### src/gcfh_pkg.sv
// Shared constants, register codes and types of the grid cell first-hit detector.
// No dependencies; every other file imports this package.
package gcfh_pkg;

  localparam int unsigned COORD_BITS = 12;
  localparam int unsigned CFG_W      = 12;
  localparam int unsigned CFG_IDX_W  = 2;
  localparam int unsigned COLOR_W    = 8;
  localparam int unsigned CELL_W     = 6;
  localparam int unsigned DIVD_W     = COORD_BITS + 1;

  localparam logic [CFG_IDX_W-1:0] REG_ORIGIN_X  = 2'd0;
  localparam logic [CFG_IDX_W-1:0] REG_ORIGIN_Y  = 2'd1;
  localparam logic [CFG_IDX_W-1:0] REG_CELL_SIZE = 2'd2;

  localparam logic [CFG_W-1:0] CELL_SIZE_RST = 12'd32;

  // One kept pixel: ceiling-division dividends and divisor plus what the hit reports.
  typedef struct packed {
    logic [DIVD_W-1:0]     divd_x;
    logic [DIVD_W-1:0]     divd_y;
    logic [CFG_W-1:0]      divisor;
    logic [COORD_BITS-1:0] pixel_x;
    logic [COORD_BITS-1:0] pixel_y;
    logic [COLOR_W-1:0]    blue;
    logic [COLOR_W-1:0]    green;
    logic [COLOR_W-1:0]    red;
  } gcfh_item_t;

  typedef struct packed {
    logic clearing;
  } gcfh_status_t;

endpackage

### src/gcfh_ifs.sv
// Stream interfaces of the detector: pixel input, hit output, register writes.
// Depends on gcfh_pkg.
interface gcfh_pix_if import gcfh_pkg::*; ();
  logic                  valid;
  logic                  ready;
  logic [COORD_BITS-1:0] pixel_x;
  logic [COORD_BITS-1:0] pixel_y;
  logic                  foreground;
  logic [COLOR_W-1:0]    blue;
  logic [COLOR_W-1:0]    green;
  logic [COLOR_W-1:0]    red;

  modport source (output valid, pixel_x, pixel_y, foreground, blue, green, red, input ready);
  modport sink   (input valid, pixel_x, pixel_y, foreground, blue, green, red, output ready);
endinterface


interface gcfh_cfg_if import gcfh_pkg::*; ();
  logic                 valid;
  logic                 ready;
  logic [CFG_IDX_W-1:0] index;
  logic [CFG_W-1:0]     data;

  modport source (output valid, index, data, input ready);
  modport sink   (input valid, index, data, output ready);
endinterface

### src/gcfh_front.sv
// Front end: configuration registers, pixel accept, drop filtering and grid range check.
// Depends on gcfh_pkg and gcfh_ifs; feeds kept pixels into the queue.
module gcfh_front import gcfh_pkg::*; #(
  parameter int unsigned GRID_SIDE = 64
) (
  input  logic           clk_i,
  input  logic           rst_ni,
  gcfh_pix_if.sink       pix_i,
  gcfh_cfg_if.sink       cfg_i,
  input  gcfh_status_t   status_i,
  input  logic           q_full_i,
  output logic           q_push_o,
  output gcfh_item_t     q_item_o
);

  localparam int unsigned LIM_W = CFG_W + $clog2(GRID_SIDE + 1);

  logic [CFG_W-1:0]      origin_x_q, origin_y_q, cell_size_q;
  logic [CFG_W-1:0]      divisor;
  logic [LIM_W-1:0]      limit;
  logic [COORD_BITS-1:0] off_x, off_y;
  logic [DIVD_W-1:0]     divd_x, divd_y;
  logic                  below, in_grid, accept;

  assign cfg_i.ready = 1'b1;

  always_ff @(posedge clk_i or negedge rst_ni) begin
    if (!rst_ni) begin
      origin_x_q  <= '0;
      origin_y_q  <= '0;
      cell_size_q <= CELL_SIZE_RST;
    end else if (cfg_i.valid) begin
      case (cfg_i.index)
        REG_ORIGIN_X:  origin_x_q  <= cfg_i.data;
        REG_ORIGIN_Y:  origin_y_q  <= cfg_i.data;
        REG_CELL_SIZE: cell_size_q <= cfg_i.data;
        default: ;
      endcase
    end
  end

  assign divisor = (cell_size_q == '0) ? CFG_W'(1) : cell_size_q;
  assign limit   = LIM_W'(LIM_W'(divisor) * LIM_W'(GRID_SIDE));

  assign below = (pix_i.pixel_x < origin_x_q) || (pix_i.pixel_y < origin_y_q);
  assign off_x = pix_i.pixel_x - origin_x_q;
  assign off_y = pix_i.pixel_y - origin_y_q;
  assign divd_x = DIVD_W'(off_x) + DIVD_W'(divisor) - DIVD_W'(1);
  assign divd_y = DIVD_W'(off_y) + DIVD_W'(divisor) - DIVD_W'(1);
  assign in_grid = (LIM_W'(divd_x) < limit) && (LIM_W'(divd_y) < limit);

  assign pix_i.ready = !q_full_i && !status_i.clearing;
  assign accept      = pix_i.valid && pix_i.ready;
  assign q_push_o    = accept && pix_i.foreground && !below && in_grid;

  assign q_item_o.divd_x  = divd_x;
  assign q_item_o.divd_y  = divd_y;
  assign q_item_o.divisor = divisor;
  assign q_item_o.pixel_x = pix_i.pixel_x;
  assign q_item_o.pixel_y = pix_i.pixel_y;
  assign q_item_o.blue    = pix_i.blue;
  assign q_item_o.green   = pix_i.green;
  assign q_item_o.red     = pix_i.red;

endmodule

### src/flat_wrapper.sv
// flat-port wrapper written by rule: the top's interface ports become plain ports
module gcfh_front_flat import gcfh_pkg::*;
#(
  parameter int unsigned GRID_SIDE = 64
)
  (clk_i, rst_ni, status_i, q_full_i, q_push_o, q_item_o, pix_i_valid, pix_i_pixel_x, pix_i_pixel_y, pix_i_foreground, pix_i_blue, pix_i_green, pix_i_red, pix_i_ready, cfg_i_valid, cfg_i_index, cfg_i_data, cfg_i_ready);
  gcfh_pix_if pix_i_i ();
  gcfh_cfg_if cfg_i_i ();
  input  logic clk_i;
  input  logic rst_ni;
  input  gcfh_status_t status_i;
  input  logic q_full_i;
  output logic q_push_o;
  output gcfh_item_t q_item_o;
  input wire logic [$bits(pix_i_i.valid)-1:0] pix_i_valid;
  input wire logic [$bits(pix_i_i.pixel_x)-1:0] pix_i_pixel_x;
  input wire logic [$bits(pix_i_i.pixel_y)-1:0] pix_i_pixel_y;
  input wire logic [$bits(pix_i_i.foreground)-1:0] pix_i_foreground;
  input wire logic [$bits(pix_i_i.blue)-1:0] pix_i_blue;
  input wire logic [$bits(pix_i_i.green)-1:0] pix_i_green;
  input wire logic [$bits(pix_i_i.red)-1:0] pix_i_red;
  output wire logic [$bits(pix_i_i.ready)-1:0] pix_i_ready;
  input wire logic [$bits(cfg_i_i.valid)-1:0] cfg_i_valid;
  input wire logic [$bits(cfg_i_i.index)-1:0] cfg_i_index;
  input wire logic [$bits(cfg_i_i.data)-1:0] cfg_i_data;
  output wire logic [$bits(cfg_i_i.ready)-1:0] cfg_i_ready;
  assign pix_i_i.valid = pix_i_valid;
  assign pix_i_i.pixel_x = pix_i_pixel_x;
  assign pix_i_i.pixel_y = pix_i_pixel_y;
  assign pix_i_i.foreground = pix_i_foreground;
  assign pix_i_i.blue = pix_i_blue;
  assign pix_i_i.green = pix_i_green;
  assign pix_i_i.red = pix_i_red;
  assign pix_i_ready = pix_i_i.ready;
  assign cfg_i_i.valid = cfg_i_valid;
  assign cfg_i_i.index = cfg_i_index;
  assign cfg_i_i.data = cfg_i_data;
  assign cfg_i_ready = cfg_i_i.ready;
  gcfh_front #(.GRID_SIDE(GRID_SIDE)) u_core (.clk_i(clk_i), .rst_ni(rst_ni), .pix_i(pix_i_i), .cfg_i(cfg_i_i), .status_i(status_i), .q_full_i(q_full_i), .q_push_o(q_push_o), .q_item_o(q_item_o));
endmodule
### config.mk
export PLATFORM = sky130hd
export DESIGN_NAME = gcfh_front_flat
export DESIGN_NICKNAME = d
export VERILOG_FILES = /design/src/gcfh_pkg.sv /design/src/gcfh_ifs.sv /design/src/gcfh_front.sv /design/src/flat_wrapper.sv
export SDC_FILE = /design/constraint.sdc
export NUM_CORES = 1
export LEC_CHECK = 0
export BUFFER_PORTS_ARGS = -buffer_cell sky130_fd_sc_hd__buf_2
export CAP_MARGIN = 0
export CORE_ASPECT_RATIO = 1.4
export CORE_MARGIN = 4
export CORE_UTILIZATION = 50
export DETAILED_ROUTE_END_ITERATION = 6
export PLACE_DENSITY = 0.89
export SYNTH_ARGS = -nofsm -noshare
export SYNTH_HDL_FRONTEND = slang
export SYNTH_SLANG_ARGS = --single-unit
### constraint.sdc
create_clock -name clk_i -period 18.3 [get_ports clk_i]
set_clock_uncertainty 0.1 [all_clocks]
set_input_delay 3.66 -clock clk_i [delete_from_list [all_inputs] [get_ports clk_i]]
set_output_delay 3.66 -clock clk_i [all_outputs]
set_load 0.005 [all_outputs]
==> impl_metrics.csv <==
group,metric,value,unit
worst_setup_path,slowest_stage,"o41ai_1",
power_and_ir_drop,switching_share,0.485,
synth,yosys.cell_count.top_type,"inv_1",
clock_network,cts_buffers,5,
clock_network,cts.sinks,36,
cells_and_area,postLayoutCellArea,4890,sq um
power_and_ir_drop,clockPowerShare,0.089,
synth,synth.avg_cell_area,8.41,sq um
cells_and_area,fillers,725,
global_routing,antenna_found_initial,0,
clock_network,clockRootBuffer,"clkbuf_16",
clock_network,clock_latency,0.28,ns
synth,syn-cell-area,4490,sq um
worst_setup_path,slowest_delay,0.42,ns
worst_setup_path,path_max_fanout,3,
synth,syn-num-nets,689,
floorplanning,die_w,88.1,um
timing,hold_violations,0,
worst_setup_path,r2r-start,"u_core.cell_size_q[1]$_DFFE_PN0P_",
drt,ant_nets,0,
floorplanning,core_area,8660,sq um
worst_setup_path,criticalPathCategory,"in2out",
clock_network,clock_path_buffers,2,
power_and_ir_drop,seqPwrFrac,0.111,
timing,tightest_slew,1.20,ns
cells_and_area,diodes,0,
worst_setup_path,end_kind,"output port",
worst_hold_path,worstHoldStart,"u_core.cell_size_q[0]$_DFFE_PN0P_",
timing,hold-worst-slack,0.393,ns
power_and_ir_drop,switchingPower,0.457,mW
timing,fin_crit_sh,0.694,
drt,drt-wirelength-per-cell,16.3,um
power_and_ir_drop,vdd_drop_max,0.0882,mV
synth,ys_ff_latch,36,
worst_setup_path,r2r-end,"u_core.cell_size_q[1]$_DFFE_PN0P_",
timing,max-slew-margin-rel,0.199,
placed_design,place_area,4740,sq um
clock_network,cts_setup_buffers,0,
worst_setup_path,worstRegToRegCells,1,
synth,synth_area_leaders,"ha_1 (23%), dfrtp_1 (20%), buf_4 (8.2%), inv_1 (7.6%), mux2_2 (4.0%)",
clock_network,clkTransAtPathRegs,0.06,ns
worst_setup_path,reg2reg_slack,17.37,ns
worst_setup_path,crit_arrival,8.94,ns
global_routing,grt_pass1_wl,18500,um
synth,synth_common_cells,"inv_1 (91), ha_1 (82), buf_4 (49), dfrtp_1 (35), nor2_1 (34)",
worst_setup_path,cp.required,14.54,ns
floorplanning,dieArea,10600,sq um
synth,synth-seq-area-share,0.201,
drt,post_drt_via_cell_ratio,5.48,
power_and_ir_drop,power_frac_comb,0.800,
worst_setup_path,startpoint_type,"primary input",
placed_design,dp_hpwl,9570,um
synth,syn-instance-count,534,
timing,rsz0062_at_grt,"false",
power_and_ir_drop,pwr_density_cell,193,nW/um^2
floorplanning,chipHeight,120,um
drt,vias,3785,
worst_setup_path,crit_start,"pix_i_pixel_y[0]",
drt,drc_errors,0,
clock_network,cts_hold_buf,0,
cells_and_area,instances_no_fill,691,
cells_and_area,nNetsFinal,740,
placed_design,portBuffers,108,
synth,synthFlopType,"dfrtp_1",
synth,synth_edf_count,0,
outcome,status,"finished clean",
global_routing,grt_max_degree,37,
floorplanning,io_pins,158,
timing,setup_viol,0,
timing,finalSetupTns,0,ns
drt,drt_iter0_drc,156,
power_and_ir_drop,p_int,0.485,mW
drt,totalWireLength,11300,um
clock_network,cts.repair.resized,0,
timing,fin_crit,12.70,ns
placed_design,numPlacedInstances,683,
synth,async_flop_share,1.00,
synth,ys_types,50,
timing,fmax,0.0787,GHz
floorplanning,row_count,40,
global_routing,overflow,0,
cells_and_area,drive_gt1_frac,0.239,
placed_design,globalplace.congestion,0.865,
timing,slew_viol_final,0,
worst_setup_path,cpMostUsedCell,"ha_1",
clock_network,h-tree-depth,2,
clock_network,cts_tree,"built",
synth,synth_top_area_share,0.228,
global_routing,first_global_vias,4035,
synth,synth_largest_area_cell,"ha_1",
global_routing,grt_use_total,0.220,
cells_and_area,areaGrowthSynthToFinish,8.83,%
worst_setup_path,crit_end,"q_push_o",
synth,yosysWarningCount,0,
drt,dr.pass1.iters,4,
power_and_ir_drop,leakagePower,2.60,nW
floorplanning,start_util,0.519,
worst_hold_path,hp-class,"reg2reg",
job,cap_violations,0,
[layer usage]
metal	track usage	vias up	wire length [um]
li1	-	1855	-
met1	0.237	1746	4300
met2	0.382	133	5670
met3	0.0357	51	497
met4	0.152	0	808
met5	0	-	0
[cells by family after synthesis]
logic type / count (synthesis) / synth area share
other cells: 1 / 0.000835
fa+ha+maj: 86 / 0.246
mux: 25 / 0.0627
simple gates: 103 / 0.114
buf+inv: 157 / 0.172
compound gates: 93 / 0.138
flops: 36 / 0.201
xor+xnor: 33 / 0.0644
[cell type report]
class                      instances  area (sq um)  share of cell area
timing repair buffer             108           541               0.111
multi-input combinational        341          2820               0.577
sequential                        36           902               0.185
clock buffer                       5           125              0.0256
clock inverter                     3          18.8             0.00384
inverter                          93           349              0.0714
tap                              105           131              0.0269
[registers in the layout (all words and copies together) (netlist names)]
name                flops
u_core.cell_size_q     12
u_core.origin_x_q      12
u_core.origin_y_q      12
[power by group through the flow]
stage               logic, mW  registers, mW  clock network [mW]
global placement        0.708          0.104                   0
CTS                     0.752          0.104              0.0846
global route            0.851          0.106              0.0869
finish                  0.754          0.105              0.0842
floorplan               0.521          0.102                   0
detailed placement      0.748          0.106                   0
[worst min-delay path by stage]
stage                                              to  cells past startpoint  slack [ns]
finish              u_core.cell_size_q[0]$_DFFE_PN0P_                      1        0.39
global route        u_core.cell_size_q[0]$_DFFE_PN0P_                      1        0.41
CTS                 u_core.cell_size_q[0]$_DFFE_PN0P_                      1        0.39
detailed placement  u_core.cell_size_q[0]$_DFFE_PN0P_                      1        0.38
global placement     u_core.origin_y_q[3]$_DFFE_PN0P_                      1        0.37
floorplan            u_core.origin_x_q[0]$_DFFE_PN0P_                      1        0.36
[worst max-delay path, delay by kind of cell]
family          cells  cell delay (ns)
simple gates        2             0.42
fa+ha+maj           5             1.42
buf+inv             5             0.42
compound gates     12             2.65
xor+xnor            2             0.36
[per-stage QoR]
step	power, mW	setup slack [ns]	util
after floorplan	0.622	6.47	-
after detailed placement	0.853	5.68	0.548
after global routing	1.04	5.14	0.564
final	0.942	5.60	0.564
after CTS	0.941	5.67	0.564
after global placement	0.812	5.98	0.548
[placed cells by master (no fill, tap or decap), types with 3 or more instances in the layout]
cell       synthesis  routed
mux2_2            16      16
nand3_1            3       3
o21ai_0           19      19
buf_2              0     108
dfrtp_1           35      35
ha_1              82      82
xnor2_1           16      16
xor2_1            17      17
clkbuf_16          0       5
a211oi_1           8       8
fa_1               4       4
nand2_1           20      20
o21a_1            12      12
o21ai_1           10      10
nand3b_1           3       3
nor2_1            34      34
inv_1             91      91
nand2b_1          10      10
nor4_1             4       4
mux2_1             9       9
a21o_1             5       5
a21oi_1           16      16
o41ai_1            5       5
nor3_1            12      12
or3_1              4       4
Power figures use the tool's default switching activity.
