[src/gcfh_pkg.sv]
// Shared constants, register codes and types of the grid cell first-hit detector.
// No dependencies; every other file imports this package.
package gcfh_pkg;

  localparam int unsigned COORD_BITS = 12;
  localparam int unsigned CFG_W      = 12;
  localparam int unsigned CFG_IDX_W  = 2;
  localparam int unsigned COLOR_W    = 8;
  localparam int unsigned CELL_W     = 6;
  localparam int unsigned DIVD_W     = COORD_BITS + 1;

  localparam logic [CFG_IDX_W-1:0] REG_ORIGIN_X  = 2'd0;
  localparam logic [CFG_IDX_W-1:0] REG_ORIGIN_Y  = 2'd1;
  localparam logic [CFG_IDX_W-1:0] REG_CELL_SIZE = 2'd2;

  localparam logic [CFG_W-1:0] CELL_SIZE_RST = 12'd32;

  // One kept pixel: ceiling-division dividends and divisor plus what the hit reports.
  typedef struct packed {
    logic [DIVD_W-1:0]     divd_x;
    logic [DIVD_W-1:0]     divd_y;
    logic [CFG_W-1:0]      divisor;
    logic [COORD_BITS-1:0] pixel_x;
    logic [COORD_BITS-1:0] pixel_y;
    logic [COLOR_W-1:0]    blue;
    logic [COLOR_W-1:0]    green;
    logic [COLOR_W-1:0]    red;
  } gcfh_item_t;

  typedef struct packed {
    logic clearing;
  } gcfh_status_t;

endpackage

[src/gcfh_queue.sv]
// Two-entry queue of kept pixels between front and back end.
// Depends on gcfh_pkg.
module gcfh_queue import gcfh_pkg::*; (
  input  logic       clk_i,
  input  logic       rst_ni,
  input  logic       push_i,
  input  gcfh_item_t item_i,
  output logic       full_o,
  input  logic       pop_i,
  output logic       empty_o,
  output gcfh_item_t item_o
);

  gcfh_item_t  mem_q [2];
  logic        wr_ptr_q, rd_ptr_q;
  logic [1:0]  cnt_q;

  assign full_o  = (cnt_q == 2'd2);
  assign empty_o = (cnt_q == 2'd0);
  assign item_o  = mem_q[rd_ptr_q];

  always_ff @(posedge clk_i) begin
    if (push_i) begin
      mem_q[wr_ptr_q] <= item_i;
    end
  end

  always_ff @(posedge clk_i or negedge rst_ni) begin
    if (!rst_ni) begin
      wr_ptr_q <= 1'b0;
      rd_ptr_q <= 1'b0;
      cnt_q    <= 2'd0;
    end else begin
      if (push_i) begin
        wr_ptr_q <= !wr_ptr_q;
      end
      if (pop_i) begin
        rd_ptr_q <= !rd_ptr_q;
      end
      cnt_q <= cnt_q + 2'(push_i) - 2'(pop_i);
    end
  end

endmodule

[config.mk]
export PLATFORM = sky130hd
export DESIGN_NAME = gcfh_queue
export DESIGN_NICKNAME = d
export VERILOG_FILES = /design/src/gcfh_pkg.sv /design/src/gcfh_queue.sv
export SDC_FILE = /design/constraint.sdc
export NUM_CORES = 1
export LEC_CHECK = 0
export ABC_AREA = 1
export BUFFER_PORTS_ARGS = -buffer_cell sky130_fd_sc_hd__buf_2
export CAP_MARGIN = 10
export CELL_PAD_IN_SITES_DETAIL_PLACEMENT = 1
export CELL_PAD_IN_SITES_GLOBAL_PLACEMENT = 1
export CORE_MARGIN = 2
export CORE_UTILIZATION = 43
export CTS_CLUSTER_DIAMETER = 40
export DETAILED_ROUTE_END_ITERATION = 8
export PLACE_DENSITY_LB_ADDON = 0.08
export SKIP_LAST_GASP = 1
export SYNTH_ARGS = -nofsm -noshare
export SYNTH_HDL_FRONTEND = slang
export SYNTH_SLANG_ARGS = --single-unit
[constraint.sdc]
create_clock -name clk_i -period 5.3 [get_ports clk_i]
set_clock_uncertainty 0.2 [all_clocks]
set_input_delay 1.325 -clock clk_i [delete_from_list [all_inputs] [get_ports clk_i]]
set_output_delay 1.325 -clock clk_i [all_outputs]
set_load 0.01 [all_outputs]
==> results of run 1 <==
==> cell usage after synthesis <==
cell	instances	area [µm²]
nand2_1	80	300
nand3_1	1	5.00
nor2_1	3	11.3
xor2_1	2	17.5
ha_1	2	25.0
edfxtp_1	172	5160
o21ai_2	86	753
dfrtp_1	4	100
nand2_2	12	75.1
buf_6	10	113
buf_8	8	120
buf_12	1	20.0
inv_1	93	349
==> worst max-delay path by stage <==
stage	startpoint	endpoint	slack, ns	depth (start not counted)
2_1_floorplan	push_i	mem_q[0][0]	1.09	2
3_3_place_gp	rd_ptr_q	item_o[9]	1.91	4
3_5_place_dp	rd_ptr_q	item_o[11]	1.85	4
4_1_cts	rd_ptr_q	item_o[11]	1.38	4
5_1_grt	rd_ptr_q	item_o[7]	1.23	4
6_report	rd_ptr_q	item_o[4]	1.46	4
==> power breakdown <==
| part | total [µW] | switching (µW) | internal [µW] |
|---|---|---|---|
| clock network | 1180 | 501 | 683 |
| registers | 2020 | 168 | 1850 |
| logic | 1450 | 922 | 533 |
==> worst register-to-register path, delay by kind of cell, from the launching register on <==
family                 cells  cell delay (ns)
DFF                        1             0.42
buffers and inverters      2             1.04
and+or+nand+nor            1             0.10
==> registers in the layout, indices dropped and copies added, names as in the netlist <==
signal / flops
rd_ptr_q: 1
cnt_q: 2
mem_q: 172
wr_ptr_q: 1
==> area by class of cell <==
class / instances / area (µm²) / area share [%]
multi-input combinational: 186 / 1190 / 13.9
clock inverter: 14 / 124 / 1.44
antenna: 1 / 2.50 / 0.0291
inverter: 93 / 350 / 4.08
clock buffer: 18 / 429 / 5.00
timing repair buffer: 185 / 946 / 11.0
sequential: 176 / 5270 / 61.4
tap: 216 / 270 / 3.15
==> routing by layer <==
metal | part of all wire, % | wire length (µm) | vias up | track usage (%)
met5 | 0 | 0 | - | 0
met4 | 1.5 | 211 | 0 | 6.58
met3 | 7.4 | 1050 | 17 | 6.15
met2 | 53 | 7570 | 117 | 30.2
met1 | 38 | 5460 | 1992 | 18.5
li1 | - | - | 1990 | -
==> kinds of logic (layout without fill, tap and decap cells) <==
group                    Yosys count  after routing  synth area share [%]
AO/OA/AOI/OAI                     86             86                  10.7
flip-flops                       176            176                  74.6
XOR/XNOR                           2              2                 0.248
adder cells (fa/ha/maj)            2              2                 0.355
other                              0              1                     0
AND/OR/NAND/NOR                   96             96                  5.55
buffers and inverters            112            310                  8.53
==> per-stage QoR <==
step | utilization [%] | std cells | worst slack, ns
after floorplan | - | 474 | 1.09
after global placement | 50.4 | 856 | 1.91
after detailed placement | 50.4 | 856 | 1.85
after CTS | 53.8 | 888 | 1.38
after global routing | 53.9 | 889 | 1.23
final | 53.9 | 889 | 1.46
==> impl_metrics.yaml, run 1 <==
yosys:
  postSynthAreaPerCell_um2: 14.9
  ys_seq_area_share_pct: 74.6
  syn_nets: 566
  synthCells: 474
  yosys_warnings: 0
  ys_types: 13
  ys_ff_latch: 176
  syn-cell-area_um2: 7050
worst_setup_path:
  slowest_stage: "dfrtp_4"
  timing.rr.start: "wr_ptr_q"
  cp_cell_sequence: "buf_4 > nand2_1 > o21ai_2 > buf_2"
  crit_buf_inv: 2
  path_delay_family: "flip-flops"
  cp-start-kind: "flip-flop"
  arrival_ns: 2.31
  r2r-end: "mem_q[1][79]"
  reg2reg_depth: 3
  path_max_fanout: 66
  rrSetupSlack_ns: 3.17
  end_kind: "output pin"
  crit_type: "flip-flop to output pin"
  crit_required_ns: 3.77
  cpPeakStageDelay_ns: 0.99
sta:
  min_period_ns: 3.84
  fin_crit_sh_pct: 72.4
  tns_ns: 0
  hold_viol_final: 0
  maxSlewViolCount: 0
  fmax_mhz: 261
  worst_pin_slew_ns: 0.880
  maxSlewHeadroom_pct: 41.3
  rsz0062_at_grt: "false"
  hold_ws_ns: 0.348
  setup_viol: 0
pwr:
  p_leak_uw: 0.00365
  p_total_uw: 4660
  power.density_nw_per_um2: 542
  peakVddDrop_v: 0.000225
floorplan:
  start_util_pct: 44.2
  io_pins: 178
  die_h_um: 132
  fp.dieArea_um2: 17400
  coreArea_um2: 15900
  rows: 46
  fp.dieW_um: 132
drt:
  vias: 4116
  totalWireLength_mm: 14.3
  wl_per_cell_um: 16.1
  drc: 0
  dr.pass1.iters: 5
  drt-initial-drc-count: 188
  viasPerCell: 4.63
  ant_nets: 0
hold_path:
  hold_class: "flip-flop to flip-flop"
  hp-start: "wr_ptr_q"
  whs_endpoint: "wr_ptr_q"
  hold_depth: 1
place:
  dpl-instance-area_um2: 8030
  port_buffers: 177
  gp_congestion: 0.743
  hpwl_mm: 9.66
final_layout:
  layout_commonest_cell: "buf_2"
  drive_gt1_share_pct: 46.4
  final_cell_mix: "buf_2, edfxtp_1, inv_1, o21ai_2, nand2_1"
  area_delta_synth_final_pct: 21.7
  nets: 751
  fill_cells: 1645
  design_area_um2: 8590
global_routing:
  grt_max_degree: 67
  grt_pass1_wl_mm: 22.8
  grt_antenna_before_repair: 2
  grt_pass1_vias: 4494
  grt.total_usage_pct: 17.0
  gr-total-overflow: 0
clocking:
  cts_root_buffer: "clkbuf_16"
  post_cts_resize_count: 0
  postCtsSetupBuffers: 0
  cts_max_level: 4
  cts_max_path_buffers: 2
  hold_buffers: 0
  cts-buffers-inserted: 17
  clk_pin_slew_ns: 0.06
  cts.sinks: 176
  cts_tree: "done"
  clk_latency_ns: 0.42
flow_run:
  drv_cap: 0
status:
  status: "finished, final reports clean"
Note: power is estimated with default switching activity, not from simulation.
==> run 2, diff against run 1 <==
--- a/config.mk
+++ b/config.mk
@@ -11,7 +11,7 @@
 export CELL_PAD_IN_SITES_DETAIL_PLACEMENT = 1
 export CELL_PAD_IN_SITES_GLOBAL_PLACEMENT = 1
 export CORE_MARGIN = 2
-export CORE_UTILIZATION = 43
+export CORE_UTILIZATION = 39
 export CTS_CLUSTER_DIAMETER = 40
 export DETAILED_ROUTE_END_ITERATION = 8
 export PLACE_DENSITY_LB_ADDON = 0.08
==> constraint.sdc (replaced) <==
create_clock -name clk_i -period 3.4 [get_ports clk_i]
set_clock_uncertainty 0.2 [all_clocks]
set_input_delay 0.85 -clock clk_i [delete_from_list [all_inputs] [get_ports clk_i]]
set_output_delay 0.85 -clock clk_i [all_outputs]
set_load 0.01 [all_outputs]
==> impl_metrics.yaml, run 2 (synthesis results as in run 1) <==
worst_setup_path:
  path_max_fanout: 44
  timing.rr.start: "wr_ptr_q"
  crit_type: "flip-flop to output pin"
  reg2reg_depth: 3
  r2r-end: "mem_q[1][54]"
  end_kind: "output pin"
  arrival_ns: 2.03
  cp-start-kind: "flip-flop"
  crit_required_ns: 2.35
  rrSetupSlack_ns: 1.43
drt:
  drc: 0
  drt-initial-drc-count: 196
  viasPerCell: 4.53
  totalWireLength_mm: 13.9
  vias: 4111
  wl_per_cell_um: 15.3
  dr.pass1.iters: 4
  ant_nets: 0
floorplan:
  fp.dieArea_um2: 19200
  coreArea_um2: 17800
  fp.dieW_um: 138
  die_h_um: 138
  rows: 49
  io_pins: 178
  start_util_pct: 39.5
final_layout:
  layout.cells.non_filler: 907
  largest_reg_flops: 172
  area_delta_synth_final_pct: 24.7
  layout_commonest_cell: "buf_2"
  drive_gt1_share_pct: 47.3
  fill_cells: 1842
  design_area_um2: 8800
  final_cell_mix: "buf_2, edfxtp_1, inv_1, o21ai_2, nand2_1"
  nets: 755
  largestRegisters: "mem_q: 172 flops, cnt_q: 2 flops"
  seq_area_um2: 5270
  multiInputGateArea_um2: 1190
  regMostFlops: "mem_q"
clocking:
  cts_max_level: 4
  cts.sinks: 176
  cts_max_path_buffers: 2
  post_cts_resize_count: 0
  cts_tree: "done"
  clk_pin_slew_ns: 0.06
  clk_latency_ns: 0.42
  postCtsSetupBuffers: 0
  cts-buffers-inserted: 17
  cts_root_buffer: "clkbuf_16"
  hold_buffers: 1
global_routing:
  grt_pass1_wl_mm: 22.4
  top_usage_layer: "met2"
  use_met3_pct: 5.92
  grtUsageMet2_pct: 25.7
  grt_pass1_vias: 4412
  grt_max_degree: 52
  grtUsageMet1_pct: 17.1
  gr-total-overflow: 0
  grt.total_usage_pct: 15.2
  grt_antenna_before_repair: 2
hold_path:
  hp-start: "wr_ptr_q"
  hold_depth: 1
  hold_class: "flip-flop to flip-flop"
  whs_endpoint: "wr_ptr_q"
sta:
  setup_ws_ns: 0.319
  maxSlewViolCount: 0
  rsz0062_at_grt: "false"
  fmax_mhz: 325
  maxSlewHeadroom_pct: 55.1
  hold_viol_final: 0
  min_period_ns: 3.08
  tns_ns: 0
  worst_pin_slew_ns: 0.673
  fin_crit_sh_pct: 90.6
  setup_viol: 0
pwr:
  peakVddDrop_v: 0.000384
  p_leak_uw: 0.00374
  power.density_nw_per_um2: 866
place:
  dp_worst_setup_slack_ns: 0.684
  dpl-instance-area_um2: 8130
  dp_cells: 872
  hpwl_mm: 9.64
  port_buffers: 177
  gp_congestion: 0.700
status:
  status: "finished, final reports clean"
flow_run:
  drv_cap: 0
[run 2: cell types whose count changed in the layout (fill, tap and decap cells not counted), sizes merged]
| cell | delta |
|---|---|
| dlygate4sd3 | +1 |
| clkbuf | -1 |
| bufinv | +3 |
| inv | +6 |
| diode | +1 |
| buf | +3 |
| clkinv | -8 |
[run 2: area by class of cell]
type / count / share of cell area (%)
antenna: 2 / 0.0569
timing repair buffer: 189 / 11.8
inverter: 93 / 3.98
multi-input combinational: 186 / 13.6
tap: 229 / 3.26
clock buffer: 17 / 4.83
sequential: 176 / 59.9
clock inverter: 15 / 2.59
[run 2: power by group]
part	internal (µW)	switching [µW]	leakage, µW	total, µW
Combinational	908	1470	0.00176	2380
Clock	1320	823	0.000317	2140
Sequential	2880	221	0.00166	3100
[run 2: metrics by stage]
step | utilization (%) | power (µW) | hold slack (ns)
finish | 49.3 | 7620 | 0.352
CTS | 49.3 | 7770 | 0.356
floorplan | - | 4850 | 0.315
global route | 49.3 | 8080 | 0.369
detailed placement | 45.6 | 5610 | 0.346
global placement | 45.6 | 5530 | 0.328
[run 2: how the worst max path moves through the flow]
stage	startpoint	endpoint	slack (ns)	depth (start not counted)
4_1_cts	rd_ptr_q	item_o[72]	0.22	4
2_1_floorplan	push_i	mem_q[1][0]	0.19	2
5_1_grt	rd_ptr_q	item_o[66]	0.14	4
6_report	rd_ptr_q	item_o[72]	0.32	4
3_3_place_gp	rd_ptr_q	item_o[69]	0.76	4
3_5_place_dp	rd_ptr_q	item_o[72]	0.68	4
[run 2: metal layers]
| metal | up-vias | routed length, µm | share of wire [%] |
|---|---|---|---|
| li1 | 1999 | - | - |
| met1 | 1961 | 5250 | 38 |
| met2 | 124 | 7150 | 52 |
| met3 | 27 | 1100 | 7.9 |
| met4 | 0 | 360 | 2.6 |
| met5 | - | 0 | 0 |
[run 2: critical path, stage by stage (launching register included)]
cell and delay (ns):
dfrtp_4 0.86, buf_4 0.41, nand2_1 0.13, o21ai_2 0.08
buf_2 0.14
==> run 3, diff against run 2 <==
--- a/config.mk
+++ b/config.mk
@@ -8,10 +8,8 @@
 export ABC_AREA = 1
 export BUFFER_PORTS_ARGS = -buffer_cell sky130_fd_sc_hd__buf_2
 export CAP_MARGIN = 10
-export CELL_PAD_IN_SITES_DETAIL_PLACEMENT = 1
-export CELL_PAD_IN_SITES_GLOBAL_PLACEMENT = 1
-export CORE_MARGIN = 2
-export CORE_UTILIZATION = 39
+export CORE_MARGIN = 10
+export CORE_UTILIZATION = 48
 export CTS_CLUSTER_DIAMETER = 40
 export DETAILED_ROUTE_END_ITERATION = 8
 export PLACE_DENSITY_LB_ADDON = 0.08
==> impl_metrics.yaml, run 3 (synthesis results as in run 1) <==
status:
  status: "finished, final reports clean"
worst_setup_path:
  cpPeakStageDelay_ns: 0.67
  crit_buf_inv: 2
  slowest_stage: "dfrtp_4"
  arrival_ns: 1.82
  path_delay_family: "flip-flops"
  crit_type: "flip-flop to output pin"
  crit_required_ns: 2.35
  cp_cell_sequence: "buf_12 > nand2_1 > o21ai_2 > buf_2"
  path_max_fanout: 56
  cp-start-kind: "flip-flop"
  end_kind: "output pin"
place:
  dp_cells: 824
  dpl-instance-area_um2: 8030
  port_buffers: 177
  hpwl_mm: 9.79
  gp_congestion: 0.714
  dp_worst_setup_slack_ns: 0.948
final_layout:
  antenna_cells: 0
  drive_gt1_share_pct: 47.0
  fin_util_pct: 59.5
  largest_reg_flops: 172
  area_delta_synth_final_pct: 22.2
  regMostFlops: "mem_q"
  final_cell_mix: "buf_2, edfxtp_1, inv_1, o21ai_2, nand2_1"
  largestRegisters: "mem_q: 172 flops, cnt_q: 2 flops"
  layout_commonest_cell: "buf_2"
  nets: 751
  design_area_um2: 8620
  layout.cells.non_filler: 856
drt:
  wl_met1_mm: 5.53
  totalWireLength_mm: 13.7
  wl_per_cell_um: 16.1
  vias: 3991
  wl_met2_mm: 6.92
  dr.pass1.iters: 4
  wl_met3_mm: 1.11
  ant_nets: 0
  viasPerCell: 4.66
  top_layer: "met4"
  drt-initial-drc-count: 136
  drc: 0
sta:
  rsz0062_at_grt: "false"
  setup_viol: 0
  tns_ns: 0
  fin_crit_sh_pct: 84.5
  maxSlewViolCount: 0
  maxSlewHeadroom_pct: 59.3
  fmax_mhz: 348
  min_period_ns: 2.87
  hold_viol_final: 0
  setup_ws_ns: 0.526
  worst_pin_slew_ns: 0.611
clocking:
  postCtsSetupBuffers: 0
  hold_buffers: 0
  cts.sinks: 176
  cts_max_path_buffers: 2
  post_cts_resize_count: 0
  cts_root_buffer: "clkbuf_16"
  clk_pin_slew_ns: 0.06
  cts_tree: "done"
  clk_latency_ns: 0.41
  cts_max_level: 4
  cts-buffers-inserted: 17
floorplan:
  io_pins: 178
  fp.dieW_um: 141
  fp.dieArea_um2: 19900
  die_h_um: 141
  rows: 44
  start_util_pct: 48.7
  coreArea_um2: 14500
global_routing:
  grt_max_degree: 57
  grt_pass1_wl_mm: 21.6
  grt_pass1_vias: 4147
  grt.total_usage_pct: 14.0
  grt_antenna_before_repair: 1
  gr-total-overflow: 0
pwr:
  peakVddDrop_v: 0.000434
  p_leak_uw: 0.00368
  power.density_nw_per_um2: 855
flow_run:
  drv_cap: 0
hold_path:
  hold_class: "primary input to async pin"
==> run 3: power breakdown <==
group	total [µW]	internal (µW)	switching [µW]	leakage, µW
Combinational	2390	879	1520	0.00174
Sequential	3050	2880	166	0.00166
Clock	1920	1150	775	0.000280
==> run 3: final timing paths <==
| path | start | endpoint | slack (ns) | depth (start not counted) |
|---|---|---|---|---|
| worst max-delay path | rd_ptr_q | item_o[39] | 0.53 | 4 |
| max in group asynchronous | rst_ni | rd_ptr_q | 2.81 | 1 |
| worst max register to register | wr_ptr_q | mem_q[1][32] | 1.75 | 3 |
| min in group clk_i | wr_ptr_q | wr_ptr_q | 0.34 | 1 |
| worst min register to register | wr_ptr_q | wr_ptr_q | 0.34 | 1 |
| worst min-delay path | rst_ni | wr_ptr_q | 0.04 | 1 |
==> run 3: area by class of cell <==
| type | count | area [µm²] |
|---|---|---|
| Clock buffer | 17 | 425 |
| Clock inverter | 15 | 169 |
| Tap cell | 184 | 230 |
| Timing Repair Buffer | 185 | 983 |
| Inverter | 93 | 350 |
| Multi-Input combinational cell | 186 | 1190 |
| Fill cell | 1193 | 5860 |
| Sequential cell | 176 | 5270 |
==> run 3: per-stage QoR <==
stage          total power [µW]  hold slack, ns
2_1_floorplan              4850           0.315
3_3_place_gp               5520           0.330
3_5_place_dp               5570           0.330
4_1_cts                    7510          0.0160
5_1_grt                    7840          0.0174
6_report                   7370          0.0401
==> run 3: worst reg2reg max path, stage by stage (launching register included) <==
cell      delay [ns]
dfrtp_1         0.41
nand2_1         0.09
clkinv_2        0.06
buf_4           0.49
==> run 3: metal layers <==
layer | vias up | track usage (%)
met1 | 1874 | 15.9
met4 | 0 | 5.38
met2 | 112 | 22.8
li1 | 1989 | -
met3 | 16 | 6.15
met5 | - | 0
